==> src/sv/assert_macros.svh <==
// Assertion macros included by biquad_iir_filter_top.
`ifndef ASSERT_MACROS_SVH
`define ASSERT_MACROS_SVH

// Clocked property, disabled while reset is asserted.
`define BQD_ASSERT(lbl, clk, rst_n, prop, msg) \
    lbl: assert property (@(posedge clk) disable iff (!rst_n) (prop)) else $error(msg);

// Clocked check that an expression never holds outside reset.
`define BQD_NEVER(lbl, clk, rst_n, expr, msg) \
    lbl: assert property (@(posedge clk) disable iff (!rst_n) !(expr)) else $error(msg);

`endif

==> src/sv/bqd_pkg.sv <==
// Package: types and constants of the biquad IIR filter.
package bqd_pkg;

    localparam int COEF_ONE      = 65536;  // 1.0 in Q3.16
    localparam int COEF_ONE_BITS = 18;     // signed width that holds 1.0
    localparam int PADDR_W       = 5;
    localparam int REG_IDX_W     = 3;

    localparam logic [REG_IDX_W-1:0] REG_ENABLE = 3'd0;
    localparam logic [REG_IDX_W-1:0] REG_B0     = 3'd1;
    localparam logic [REG_IDX_W-1:0] REG_B1     = 3'd2;
    localparam logic [REG_IDX_W-1:0] REG_B2     = 3'd3;
    localparam logic [REG_IDX_W-1:0] REG_A0     = 3'd4;
    localparam logic [REG_IDX_W-1:0] REG_A1     = 3'd5;
    localparam logic [REG_IDX_W-1:0] REG_A2     = 3'd6;

    localparam logic ACT_FILTER = 1'b0;
    localparam logic ACT_CLEAR  = 1'b1;

    // Product terms: b0*x, b1*x1, b2*x2, a1*y1, a2*y2.
    localparam logic [2:0] TERM_B0   = 3'd0;
    localparam logic [2:0] TERM_B1   = 3'd1;
    localparam logic [2:0] TERM_B2   = 3'd2;
    localparam logic [2:0] TERM_A1   = 3'd3;
    localparam logic [2:0] TERM_A2   = 3'd4;

    typedef enum logic [3:0] {
        ST_IDLE = 4'b0001,
        ST_MUL  = 4'b0010,
        ST_DIV  = 4'b0100,
        ST_DONE = 4'b1000
    } t_state;

    typedef struct packed {
        logic busy;
        logic done;
    } t_unit_stat;

endpackage

==> src/sv/bqd_serial_mul.sv <==
// Bit-serial signed multiplier: one sample bit per cycle, LSB first.
module bqd_serial_mul
    import bqd_pkg::*;
#(
    parameter int SAMPLE_BITS = 16,
    parameter int CW          = 20
) (
    input  logic                          i_clk,
    input  logic                          i_rst_n,
    input  logic                          i_start,
    input  logic signed [CW-1:0]          i_coef,
    input  logic signed [SAMPLE_BITS-1:0] i_sample,
    output t_unit_stat                    o_stat,
    output logic signed [SAMPLE_BITS+CW-1:0] o_product
);

    localparam int CNT_W = (SAMPLE_BITS > 1) ? $clog2(SAMPLE_BITS) : 1;

    logic                   r_busy;
    logic                   r_done;
    logic [CNT_W-1:0]       r_cnt;
    logic signed [CW-1:0]   r_coef;
    logic signed [CW+1:0]   r_hi;
    logic [SAMPLE_BITS-1:0] r_lo;

    logic                   last;
    logic signed [CW+1:0]   addend;
    logic signed [CW+1:0]   sum;
    logic signed [CW+1:0]   n_hi;
    logic [SAMPLE_BITS-1:0] n_lo;

    always_comb begin
        last   = (r_cnt == CNT_W'(SAMPLE_BITS - 1));
        addend = r_lo[0] ? (CW+2)'(r_coef) : '0;
        // sign bit of the sample carries negative weight
        sum    = last ? (r_hi - addend) : (r_hi + addend);
        n_hi   = sum >>> 1;
        n_lo   = {sum[0], r_lo[SAMPLE_BITS-1:1]};
    end

    always_ff @(posedge i_clk) begin
        if (!i_rst_n) begin
            r_busy <= 1'b0;
            r_done <= 1'b0;
            r_cnt  <= '0;
        end else if (i_start) begin
            r_busy <= 1'b1;
            r_done <= 1'b0;
            r_cnt  <= '0;
        end else if (r_busy) begin
            r_cnt  <= r_cnt + 1'b1;
            r_busy <= !last;
            r_done <= last;
        end else begin
            r_done <= 1'b0;
        end
    end

    always_ff @(posedge i_clk) begin
        if (i_start) begin
            r_coef <= i_coef;
            r_hi   <= '0;
            r_lo   <= i_sample;
        end else if (r_busy) begin
            r_hi <= n_hi;
            r_lo <= n_lo;
        end
    end

    assign o_stat    = '{busy: r_busy, done: r_done};
    assign o_product = {r_hi[CW-1:0], r_lo};

endmodule

==> src/sv/bqd_serial_div.sv <==
// Restoring unsigned divider: one quotient bit per cycle.
module bqd_serial_div
    import bqd_pkg::*;
#(
    parameter int NUM_W = 38,
    parameter int DEN_W = 20
) (
    input  logic             i_clk,
    input  logic             i_rst_n,
    input  logic             i_start,
    input  logic [NUM_W-1:0] i_num,
    input  logic [DEN_W-1:0] i_den,
    output t_unit_stat       o_stat,
    output logic [NUM_W-1:0] o_quot
);

    localparam int CNT_W = $clog2(NUM_W);

    logic             r_busy;
    logic             r_done;
    logic [CNT_W-1:0] r_cnt;
    logic [DEN_W:0]   r_rem;
    logic [NUM_W-1:0] r_quot;
    logic [DEN_W-1:0] r_den;

    logic             last;
    logic [DEN_W:0]   shifted;
    logic             ge;

    always_comb begin
        last    = (r_cnt == CNT_W'(NUM_W - 1));
        shifted = {r_rem[DEN_W-1:0], r_quot[NUM_W-1]};
        ge      = (shifted >= {1'b0, r_den});
    end

    always_ff @(posedge i_clk) begin
        if (!i_rst_n) begin
            r_busy <= 1'b0;
            r_done <= 1'b0;
            r_cnt  <= '0;
        end else if (i_start) begin
            r_busy <= 1'b1;
            r_done <= 1'b0;
            r_cnt  <= '0;
        end else if (r_busy) begin
            r_cnt  <= r_cnt + 1'b1;
            r_busy <= !last;
            r_done <= last;
        end else begin
            r_done <= 1'b0;
        end
    end

    always_ff @(posedge i_clk) begin
        if (i_start) begin
            r_rem  <= '0;
            r_quot <= i_num;
            r_den  <= i_den;
        end else if (r_busy) begin
            r_rem  <= ge ? (shifted - {1'b0, r_den}) : shifted;
            r_quot <= {r_quot[NUM_W-2:0], ge};
        end
    end

    assign o_stat = '{busy: r_busy, done: r_done};
    assign o_quot = r_quot;

endmodule

==> src/sv/biquad_iir_filter_top.sv <==
// Biquad IIR filter, direct form I: APB registers, sequencer, history, output register.
//
// Input channel (i_in_valid / o_in_ready) takes one word: i_action and i_sample_in.
// Output channel (o_out_valid / i_out_ready) gives o_sample_out and o_saturated.
// A filter word computes y = (b0*x + b1*x1 + b2*x2 - a1*y1 - a2*y2) / a0 with one
// shared bit-serial multiplier (five products, one after another) and a
// restoring divider (ACC_W = min(SAMPLE_BITS+CW+2, 64), CW = max(COEF_BITS, 18));
// an a0 of zero divides by 1.0. One word is in work at a time.
// With filtering disabled a word passes through to the output register; a clear
// word zeroes the history and gives no result.
// The result sits in an output register; a stalled receiver holds it there and
// the next word is still accepted, its result waiting until the register frees.
// Reset (synchronous, active low) sets b0 = a0 = 1.0, other coefficients to 0,
// disables filtering and zeroes the history. Registers are written over APB at
// byte address 4*index; pready is always high.
module biquad_iir_filter_top
    import bqd_pkg::*;
#(
    parameter int SAMPLE_BITS = 16,
    parameter int COEF_BITS   = 20
) (
    input  logic                          i_clk,
    input  logic                          i_rst_n,
    input  logic                          psel,
    input  logic                          penable,
    input  logic                          pwrite,
    input  logic [PADDR_W-1:0]            paddr,
    input  logic [31:0]                   pwdata,
    output logic [31:0]                   prdata,
    output logic                          pready,
    input  logic                          i_in_valid,
    output logic                          o_in_ready,
    input  logic                          i_action,
    input  logic signed [SAMPLE_BITS-1:0] i_sample_in,
    output logic                          o_out_valid,
    input  logic                          i_out_ready,
    output logic signed [SAMPLE_BITS-1:0] o_sample_out,
    output logic                          o_saturated
);

    localparam int CW     = (COEF_BITS > COEF_ONE_BITS) ? COEF_BITS : COEF_ONE_BITS;
    localparam int PW     = SAMPLE_BITS + CW;
    localparam int ACC_W  = (PW + 2 > 64) ? 64 : PW + 2;
    localparam int SW     = ACC_W + 1;
    localparam logic signed [SAMPLE_BITS-1:0] SMAX = {1'b0, {(SAMPLE_BITS-1){1'b1}}};
    localparam logic signed [SAMPLE_BITS-1:0] SMIN = {1'b1, {(SAMPLE_BITS-1){1'b0}}};
    localparam logic [ACC_W-1:0] POS_LIM = {{(ACC_W-SAMPLE_BITS+1){1'b0}},
                                            {(SAMPLE_BITS-1){1'b1}}};
    localparam logic [ACC_W-1:0] NEG_LIM = POS_LIM + 1'b1;

    // configuration registers
    logic                 r_enable;
    logic signed [CW-1:0] r_b0, r_b1, r_b2, r_a0, r_a1, r_a2;

    logic                  cfg_wr;
    logic [REG_IDX_W-1:0]  cfg_idx;
    logic signed [CW-1:0]  cfg_coef;

    assign pready   = 1'b1;
    assign cfg_wr   = psel && penable && pwrite && pready;
    assign cfg_idx  = paddr[PADDR_W-1:2];
    assign cfg_coef = CW'($signed(pwdata[COEF_BITS-1:0]));

    always_ff @(posedge i_clk) begin
        if (!i_rst_n) begin
            r_enable <= 1'b0;
            r_b0     <= CW'(COEF_ONE);
            r_b1     <= '0;
            r_b2     <= '0;
            r_a0     <= CW'(COEF_ONE);
            r_a1     <= '0;
            r_a2     <= '0;
        end else if (cfg_wr) begin
            unique case (cfg_idx)
                REG_ENABLE: r_enable <= pwdata[0];
                REG_B0:     r_b0     <= cfg_coef;
                REG_B1:     r_b1     <= cfg_coef;
                REG_B2:     r_b2     <= cfg_coef;
                REG_A0:     r_a0     <= cfg_coef;
                REG_A1:     r_a1     <= cfg_coef;
                REG_A2:     r_a2     <= cfg_coef;
                default:    ;
            endcase
        end
    end

    always_comb begin
        unique case (cfg_idx)
            REG_ENABLE: prdata = {31'd0, r_enable};
            REG_B0:     prdata = 32'(r_b0);
            REG_B1:     prdata = 32'(r_b1);
            REG_B2:     prdata = 32'(r_b2);
            REG_A0:     prdata = 32'(r_a0);
            REG_A1:     prdata = 32'(r_a1);
            REG_A2:     prdata = 32'(r_a2);
            default:    prdata = '0;
        endcase
    end

    // sequencer and datapath
    t_state                        r_state;
    logic                          r_kick;
    logic [2:0]                    r_term;
    logic signed [SAMPLE_BITS-1:0] r_x, r_x1, r_x2, r_y1, r_y2;
    logic signed [ACC_W-1:0]       r_acc;
    logic                          r_qneg;
    logic signed [SAMPLE_BITS-1:0] r_y;
    logic                          r_sat;
    logic                          r_out_valid;
    logic signed [SAMPLE_BITS-1:0] r_out_sample;
    logic                          r_out_sat;

    logic                          in_acc;
    logic                          out_free;
    logic signed [CW-1:0]          op_coef;
    logic signed [SAMPLE_BITS-1:0] op_sample;
    logic                          op_sub;
    t_unit_stat                    mul_stat;
    t_unit_stat                    div_stat;
    logic signed [PW-1:0]          mul_product;
    logic signed [SW-1:0]          sum;
    logic signed [ACC_W-1:0]       n_acc;
    logic signed [CW-1:0]          dv;
    logic [CW-1:0]                 den_mag;
    logic [ACC_W-1:0]              num_mag;
    logic [ACC_W-1:0]              quot;
    logic signed [SAMPLE_BITS-1:0] n_y;
    logic                          n_sat;

    assign o_in_ready = (r_state == ST_IDLE);
    assign in_acc     = i_in_valid && o_in_ready;
    assign out_free   = !r_out_valid || i_out_ready;

    always_comb begin
        unique case (r_term)
            TERM_B0: begin op_coef = r_b0; op_sample = r_x;  op_sub = 1'b0; end
            TERM_B1: begin op_coef = r_b1; op_sample = r_x1; op_sub = 1'b0; end
            TERM_B2: begin op_coef = r_b2; op_sample = r_x2; op_sub = 1'b0; end
            TERM_A1: begin op_coef = r_a1; op_sample = r_y1; op_sub = 1'b1; end
            TERM_A2: begin op_coef = r_a2; op_sample = r_y2; op_sub = 1'b1; end
            default: begin op_coef = r_b0; op_sample = r_x;  op_sub = 1'b0; end
        endcase
    end

    // accumulate with saturation at the accumulator width
    always_comb begin
        sum = op_sub ? (SW'(r_acc) - SW'(mul_product)) : (SW'(r_acc) + SW'(mul_product));
        if (sum[SW-1] != sum[SW-2]) begin
            n_acc = sum[SW-1] ? {1'b1, {(ACC_W-1){1'b0}}} : {1'b0, {(ACC_W-1){1'b1}}};
        end else begin
            n_acc = sum[ACC_W-1:0];
        end
    end

    always_comb begin
        dv      = (r_a0 == '0) ? CW'(COEF_ONE) : r_a0;
        den_mag = dv[CW-1] ? CW'(-dv) : dv;
        num_mag = r_acc[ACC_W-1] ? ACC_W'(-r_acc) : r_acc;
    end

    // quotient magnitude to signed sample with clipping
    always_comb begin
        if (r_qneg) begin
            n_sat = (quot > NEG_LIM);
            n_y   = n_sat ? SMIN : SAMPLE_BITS'(-quot);
        end else begin
            n_sat = (quot > POS_LIM);
            n_y   = n_sat ? SMAX : quot[SAMPLE_BITS-1:0];
        end
    end

    bqd_serial_mul #(
        .SAMPLE_BITS(SAMPLE_BITS),
        .CW         (CW)
    ) u_mul (
        .i_clk    (i_clk),
        .i_rst_n  (i_rst_n),
        .i_start  ((r_state == ST_MUL) && r_kick),
        .i_coef   (op_coef),
        .i_sample (op_sample),
        .o_stat   (mul_stat),
        .o_product(mul_product)
    );

    bqd_serial_div #(
        .NUM_W(ACC_W),
        .DEN_W(CW)
    ) u_div (
        .i_clk  (i_clk),
        .i_rst_n(i_rst_n),
        .i_start((r_state == ST_DIV) && r_kick),
        .i_num  (num_mag),
        .i_den  (den_mag),
        .o_stat (div_stat),
        .o_quot (quot)
    );

    always_ff @(posedge i_clk) begin
        if (!i_rst_n) begin
            r_state     <= ST_IDLE;
            r_kick      <= 1'b0;
            r_term      <= TERM_B0;
            r_x1        <= '0;
            r_x2        <= '0;
            r_y1        <= '0;
            r_y2        <= '0;
            r_out_valid <= 1'b0;
        end else begin
            if (r_out_valid && i_out_ready && (r_state != ST_DONE)) begin
                r_out_valid <= 1'b0;
            end
            unique case (r_state)
                ST_IDLE: begin
                    if (in_acc) begin
                        if (i_action == ACT_CLEAR) begin
                            r_x1 <= '0;
                            r_x2 <= '0;
                            r_y1 <= '0;
                            r_y2 <= '0;
                        end else if (!r_enable) begin
                            r_y     <= i_sample_in;
                            r_sat   <= 1'b0;
                            r_state <= ST_DONE;
                        end else begin
                            r_x     <= i_sample_in;
                            r_acc   <= '0;
                            r_term  <= TERM_B0;
                            r_kick  <= 1'b1;
                            r_state <= ST_MUL;
                        end
                    end
                end
                ST_MUL: begin
                    r_kick <= mul_stat.done;
                    if (mul_stat.done) begin
                        r_acc <= n_acc;
                        if (r_term == TERM_A2) begin
                            r_state <= ST_DIV;
                        end else begin
                            r_term <= r_term + 1'b1;
                        end
                    end
                end
                ST_DIV: begin
                    r_kick <= 1'b0;
                    if (r_kick) begin
                        r_qneg <= r_acc[ACC_W-1] ^ dv[CW-1];
                    end
                    if (div_stat.done) begin
                        r_y     <= n_y;
                        r_sat   <= n_sat;
                        r_x2    <= r_x1;
                        r_x1    <= r_x;
                        r_y2    <= r_y1;
                        r_y1    <= n_y;
                        r_state <= ST_DONE;
                    end
                end
                ST_DONE: begin
                    if (out_free) begin
                        r_out_sample <= r_y;
                        r_out_sat    <= r_sat;
                        r_out_valid  <= 1'b1;
                        r_state      <= ST_IDLE;
                    end
                end
                default: r_state <= ST_IDLE;
            endcase
        end
    end

    assign o_out_valid  = r_out_valid;
    assign o_sample_out = r_out_sample;
    assign o_saturated  = r_out_sat;

`include "assert_macros.svh"

    `BQD_ASSERT(a_idle_units_quiet, i_clk, i_rst_n, o_in_ready |-> !(mul_stat.busy || div_stat.busy), "arithmetic unit busy while accepting")
    `BQD_ASSERT(a_clear_no_work, i_clk, i_rst_n, (in_acc && i_action == ACT_CLEAR) |=> o_in_ready, "clear word started work")
    `BQD_NEVER(a_sat_value, i_clk, i_rst_n, o_out_valid && o_saturated && o_sample_out != SMAX && o_sample_out != SMIN, "saturated flag without a clipped value")

endmodule
==> config.mk <==
export PLATFORM = sky130hd
export DESIGN_NAME = biquad_iir_filter_top
export DESIGN_NICKNAME = d
export VERILOG_FILES = /design/src/sv/bqd_pkg.sv /design/src/sv/bqd_serial_mul.sv /design/src/sv/bqd_serial_div.sv /design/src/sv/biquad_iir_filter_top.sv
export VERILOG_INCLUDE_DIRS = /design/src /design/src/sv
export SDC_FILE = /design/constraint.sdc
export NUM_CORES = 1
export LEC_CHECK = 0
export BUFFER_PORTS_ARGS = -buffer_cell sky130_fd_sc_hd__buf_2
export CAP_MARGIN = 25
export CORE_ASPECT_RATIO = 1.4
export CORE_MARGIN = 8
export CORE_UTILIZATION = 30
export DETAILED_ROUTE_END_ITERATION = 10
export PLACE_DENSITY = 0.53
export SYNTH_ARGS = -nofsm -noshare
export SYNTH_HDL_FRONTEND = slang
export SYNTH_SLANG_ARGS = --single-unit
==> constraint.sdc <==
create_clock -name i_clk -period 4.7 [get_ports i_clk]
set_input_delay 0.705 -clock i_clk [delete_from_list [all_inputs] [get_ports i_clk]]
set_output_delay 0.705 -clock i_clk [all_outputs]
set_load 0.02 [all_outputs]
# After elaboration in Yosys (flattened, before gate mapping)
# Cells that the tools add are included.
[op_classes]
addsub = 11
magnitude_cmp = 3
eq_ne = 28
muxes = 70
bitwise = 5
n_reduce_logical = 39
[ops]
columns = ["operator", "n"]
rows = [
  ["two-way mux 38 bit", 9],
  ["two-way mux 16 bit", 14],
  ["case mux 32 bit (7 select lines)", 1],
  ["case mux 16 bit (2 select lines)", 5],
  ["case mux 20 bit (4 select lines)", 1],
  ["case mux 38 bit (2 select lines)", 1],
  ["case mux 16 bit (4 select lines)", 1],
  ["two-way mux 22 bit", 2],
  ["two-way mux 20 bit", 2],
  ["adder 38 x 36 -> 39 bit", 1],
  ["two-way mux 39 bit", 1],
  ["subtractor 38 x 36 -> 39 bit", 1],
  ["greater-than comparator 38 x 15 -> 1 bit, second input constant", 1],
  ["greater-than comparator 38 x 16 -> 1 bit, second input constant", 1],
  ["negation 38 bit", 1],
  ["two-way mux 4 bit", 7],
  ["AND reduction 6 bit", 4],
  ["adder 21 x 22 -> 22 bit", 1],
  ["subtractor 21 x 22 -> 22 bit", 1],
  [">= comparator 21 x 20 -> 1 bit", 1],
  ["zero test 20 bit", 1],
  ["negation 20 bit", 1],
  ["subtractor 20 bit", 1],
  ["two-way mux 19 bit", 1],
  ["36 further kinds", 96],
]
[word_totals]
reg_bits = 432
inputBits = 61
elab_cells = 191

# Depth between registers and ports, before layout
[depth]
depth_word = 8
ltp_mapped = 23
mapped_depth_nobuf = 20

# Cells and area by module
# A second synthesis with hierarchy kept.
[unflattened]
hier_cells = 2864
hier_area_um2 = 25615.8
[modules_own_cells]
columns = ["mod", "n_inst", "cells_each", "area_each_um2"]
rows = [
  ["biquad_iir_filter_top", 1, 2012, 16945.0],
  ["bqd_serial_div", 1, 426, 4682.0],
  ["bqd_serial_mul", 1, 426, 3988.8],
]

# Worst setup path before layout
# OpenSTA, ideal clock, no wires.
[synth_path]
path_type = "register to register"
start = "register u_mul.r_lo[5]"
end = "register r_acc[30], data pin"
arrival_time_ns = 4.394
required_time_ns = 4.437
slack_ns = 0.043
stages_incl_launch_ff = 21
path_buffers = 2
cell_sequence = "edfxtp_1 -> or4_1 -> nand2b_1 -> nor3b_1 -> nand2_1 -> nor2_1 -> nand2_1 -> nor2_1 -> a21oi_1 -> xnor2_1 -> ha_1 -> clkbuf_1 -> nand4_1 -> nor2_1 -> nand3_1 -> a2111oi_0 -> or4_1 -> nand3_1 -> o21ai_4 -> buf_6 -> o21ai_0"
[synth_between]
elab_chain_len = 6
word_cells_on_any_way = 8
[synth_rtl]
columns = ["item", "line", "rtl"]
rows = [
  ["from (decl)", "bqd_serial_mul.sv:24", "logic [SAMPLE_BITS-1:0] r_lo;"],
  ["from (signal assigned)", "bqd_serial_mul.sv:63", "r_lo <= i_sample;"],
  ["from (signal assigned)", "bqd_serial_mul.sv:66", "r_lo <= n_lo;"],
  ["adder 38 x 36 -> 39 bit or subtractor 38 x 36 -> 39 bit (tied branches)", "biquad_iir_filter_top.sv:147", "sum = op_sub ? (SW'(r_acc) - SW'(mul_product)) : (SW'(r_acc) + SW'(mul_product));"],
  ["two-way mux 39 bit *", "biquad_iir_filter_top.sv:147", ""],
  ["two-way mux 38 bit or inequality test 1 bit (tied branches)", "biquad_iir_filter_top.sv:149, biquad_iir_filter_top.sv:148", ""],
  ["two-way mux 38 bit *", "biquad_iir_filter_top.sv:148", "if (sum[SW-1] != sum[SW-2]) begin"],
  ["two-way mux 38 bit *", "biquad_iir_filter_top.sv:235", "if (mul_stat.done) begin"],
  ["case mux 38 bit (2 select lines) *", "biquad_iir_filter_top.sv:212", "unique case (r_state)"],
  ["to (signal assigned)", "biquad_iir_filter_top.sv:236", "r_acc <= n_acc;"],
  ["to (decl)", "biquad_iir_filter_top.sv:105", "logic signed [ACC_W-1:0] r_acc;"],
]
# Mark *: on every way between the ends. The rest lies on a longest branch, timed or not. The select of a mux whose other input is x is not followed.
# A chain may end at the register's enable or synchronous reset.

# Final worst setup path
[layout_path]
start = "register u_mul.r_lo[5]"
end = "register r_acc[36], data pin"
# Same word-level chain as after synthesis.

==> reports/results.txt <==
The run finished with clean final reports. Yosys printed 0 warnings. The share of synthesized flip-flops with an asynchronous set or reset was 0; the headroom to the max-slew limit was 0.253.

Summed over all failing endpoints, the final setup total negative slack is 0 ns. The number of failing setup endpoints in the final timing report was 0. The critical path is of the reg -> reg type. The net count of the finished layout is 3137. The die is 356 um tall. The effective utilization at floorplan came out at 0.303. For this run, the slowest stage of the critical path takes 0.57 ns. Timing would allow up to 0.221 GHz. The number of nets handed over by synthesis was 2950. In this run the worst path has a maximum fanout of 4.

Entering global routing, the biggest net connects 123 pins. After floorplanning, the core was sized to cover 0.0816 mm^2. The worst setup path is captured at a flop.

The logs give 11.3 nW for the static leakage and 0.0919 mm^2 for the full die area. Routability-driven placement congestion ratio: 0.845. Measured along the x axis, the die boundary spans 259 um. The logs give 21.0k for the number of global-route vias before repair and 0.290 ns for the final worst hold slack.

The routed length per instance came out at 19.3 um. The critical path contains buffers and inverters numbering 4 combined. The sequential element share of the synthesized area was 0.424; the power density normalized to cell area was 321 mW/mm^2. The logs give 5.03 ns for the required time at the worst-slack endpoint and 1 for the initial antenna violation count. After synthesis, the cell types taking the most area are edfxtp_1, dfxtp_1, nand2_1, a22oi_1, ha_1. For the pin with the worst max-slew slack, the measured transition is 1.12 ns.

A synthesized cell averages 8.84 um^2. The number of ports placed on the die boundary came out at 113. The tools report the sort of element at the start of the critical path as a flop. The tools report the total wirelength of the detailed-routed design as 79000 um. The unique cell type count in the Yosys netlist was 78; the number of flip-flops and latches in the synthesized netlist was 432. The logs give 0.365 for the final core area utilization and 124 for the number of standard-cell rows in the floorplan. The routed layout has 21.2k vias.

The clock transition at the register clock pins on the worst setup and hold paths after CTS was 0.06 ns; the max-slew violation count was 0. For the maximum clock skew at final layout, the log shows 0.0341 ns. Summing every instance area after synthesis gives 0.0247 mm^2.

The cell with the biggest individual delay on the critical path was or4_4. For the wire length of the first global-routing pass, the log shows 121000 um. The logs give 2794 for the number of cells produced by synthesis and 1288 for the number of design-rule violations left by the first detailed-router iteration. The run gives 0.166 as the global routing usage summed across all routing layers. Clock root buffer: clkbuf_16. The worst hold path class was in -> reg.

The number of iterations in the first detailed-routing pass is 6, and the residual overflow from global routing is 0. The dominant register cell in the synthesized netlist is dfxtp_1. After layout, the minimum clock period comes to 4.52 ns. On the critical path the largest part of the delay comes from compound AO/OA/AOI/OAI gates. The logs give 0 for the number of hold buffers added after cts and 0.61 ns for the clock network latency to the later pin of the worst-skew pair.

The routed via count divided by cell count is 5.18. The H-tree generated during clock tree synthesis spans 2 levels. In this run the tool buffered the top-level ports with 97 buffer cells. The synthesized design contains 183 enable-type register cells. Growth of design area from synthesis to finish: 20.6%.

Buffers inserted during clock tree synthesis total 48. The number of hold violations in the final report was 0. The critical path arrival was 4.86 ns; the estimated wirelength of the detail-placed design was 56500 um. The largest total area in the synthesized netlist belongs to edfxtp_1. The maximum resistive drop on vdd was 0.331 mV. The fraction of final layout cells with drive strength greater than 1 is 0.167, and the number of design rule violations left after detail routing is 0.

The share of the clock period used by the worst path was 0.962. The critical path goes through or4_4, nand2b_4, nor3b_2, buf_4, nand2_4, nor2_4, nand2_4, buf_6, o31ai_4, xor2_1, ha_1, buf_4, buf_4, a21o_1, a21o_1, a211oi_2, o31ai_4, a211oi_2, o21bai_1, xnor2_1, o21ai_1. The cell occurring most often along the worst timing path was buf_4. No sink is reached through more buffers than the 3 on the longest clock path. Number of maximum-capacitance violations: 0. The tools report the remaining antenna violation count after routing as 0. Area share of the leading cell type in the synthesized netlist: 0.222. TritonCTS built the clock tree.

Counting every sink on the clock net gives 432.
## state kept, by name, indices dropped and copies added (netlist names), 16 cells and up
register and flops:
o_sample_out 16, r_a0 20, r_a1 20, r_a2 20, r_acc 38, r_b0 20, r_b1 20, r_b2 20
r_x 16, r_x1 16, r_x2 16, r_y 16, r_y1 16, r_y2 16, u_div.o_quot 38, u_div.r_den 20
u_div.r_rem 20, u_mul.r_coef 20, u_mul.r_hi 21, u_mul.r_lo 16
## where the power goes
group,internal (mW),leakage [nW],total [mW],switching [mW]
sequential,3.99,3.74,4.08,0.0935
combinational,0.635,6.73,1.39,0.754
clock,2.42,0.833,4.08,1.67
## synthesized netlist by cell type (14+ instances only)
cell      count
a21o_1       47
a21boi_0    122
edfxtp_1    183
nor2_1      169
a22oi_1     160
nand3_1      39
xnor2_1      89
o31ai_1      36
a31oi_1      49
nor3_1       36
o41ai_1      14
o21ai_0     173
nand2_1     472
dfxtp_1     249
and2_1       17
or3_1        24
ha_1         92
a221oi_1     17
nor2b_1      78
nand4_1      18
xor2_1       85
a21oi_1     119
mux2i_1      25
o21a_1       16
clkbuf_1    154
inv_1        64
and3_1       14
a22o_1       16
a211oi_1     14
nand2b_1     26
## cells in the final DEF, fill, tap and decap left out, drive strengths merged, types with 89 or more instances in the layout
cell type	n
a21oi	120
o21ai	174
a22oi	160
xnor2	89
dfxtp	249
edfxtp	183
ha	92
a21boi	122
nor2	170
nand2	472
buf	316
## area by class of cell
class	count	area, um^2
clock buffers	67	1430
fillers	8514	51800
repair buffers	317	2350
flip-flops and latches	432	10500
multi-input cells	2116	13700
inverters	66	248
diodes	1	2.50
well taps	1071	1340
clock inverters	22	295
## through the flow
step | power (mW) | setup slack, ns | cells | area [um^2]
floorplan | 5.01 | 0.0434 | 2794 | 24700
global placement | 5.45 | -0.221 | 3986 | 27500
detailed placement | 5.46 | -0.256 | 3989 | 27500
CTS | 9.59 | 0.00391 | 4083 | 29400
global route | 9.95 | -0.0789 | 4091 | 29800
finish | 9.55 | 0.176 | 4092 | 29800
## cell families (layout without fill, tap and decap cells)
| logic type | Yosys count | after routing | share of synthesized area |
|---|---|---|---|
| multiplexers | 28 | 28 | 0.0115 |
| buffers and inverters | 246 | 472 | 0.0405 |
| other | 1 | 2 | 0.000152 |
| AO/OA/AOI/OAI | 856 | 856 | 0.234 |
| AND/OR/NAND/NOR | 961 | 961 | 0.178 |
| flip-flops | 432 | 432 | 0.424 |
| adder cells (fa/ha/maj) | 95 | 95 | 0.0490 |
| XOR/XNOR | 175 | 175 | 0.0624 |
## timing repair
action	CTS	global route
resized for setup	22	98
pin swaps	1	35
setup buffers	4	7
cloned	1	1
endpoints found under the setup margin	38	41
## worst paths after layout
| kind | from | endpoint | slack [ns] | cells after the start |
|---|---|---|---|---|
| worst min register to register | r_y[15] | o_sample_out[15] | 0.42 | 0 |
| worst max register to register | u_mul.r_lo[5] | r_acc[36] | 0.18 | 21 |
| worst max-delay path | u_mul.r_lo[5] | r_acc[36] | 0.18 | 21 |
| worst min-delay path | i_sample_in[13] | r_x[13] | 0.29 | 1 |
## per-layer routing
layer | GRT usage | vias to the layer above | share of wire
met2 | 0.308 | 474 | 0.51
met3 | 0.0227 | 146 | 0.039
met5 | 0 | - | 0
met1 | 0.185 | 10100 | 0.40
met4 | 0.0744 | 0 | 0.048
li1 | - | 10400 | -
(Power assumes the default switching activity.)
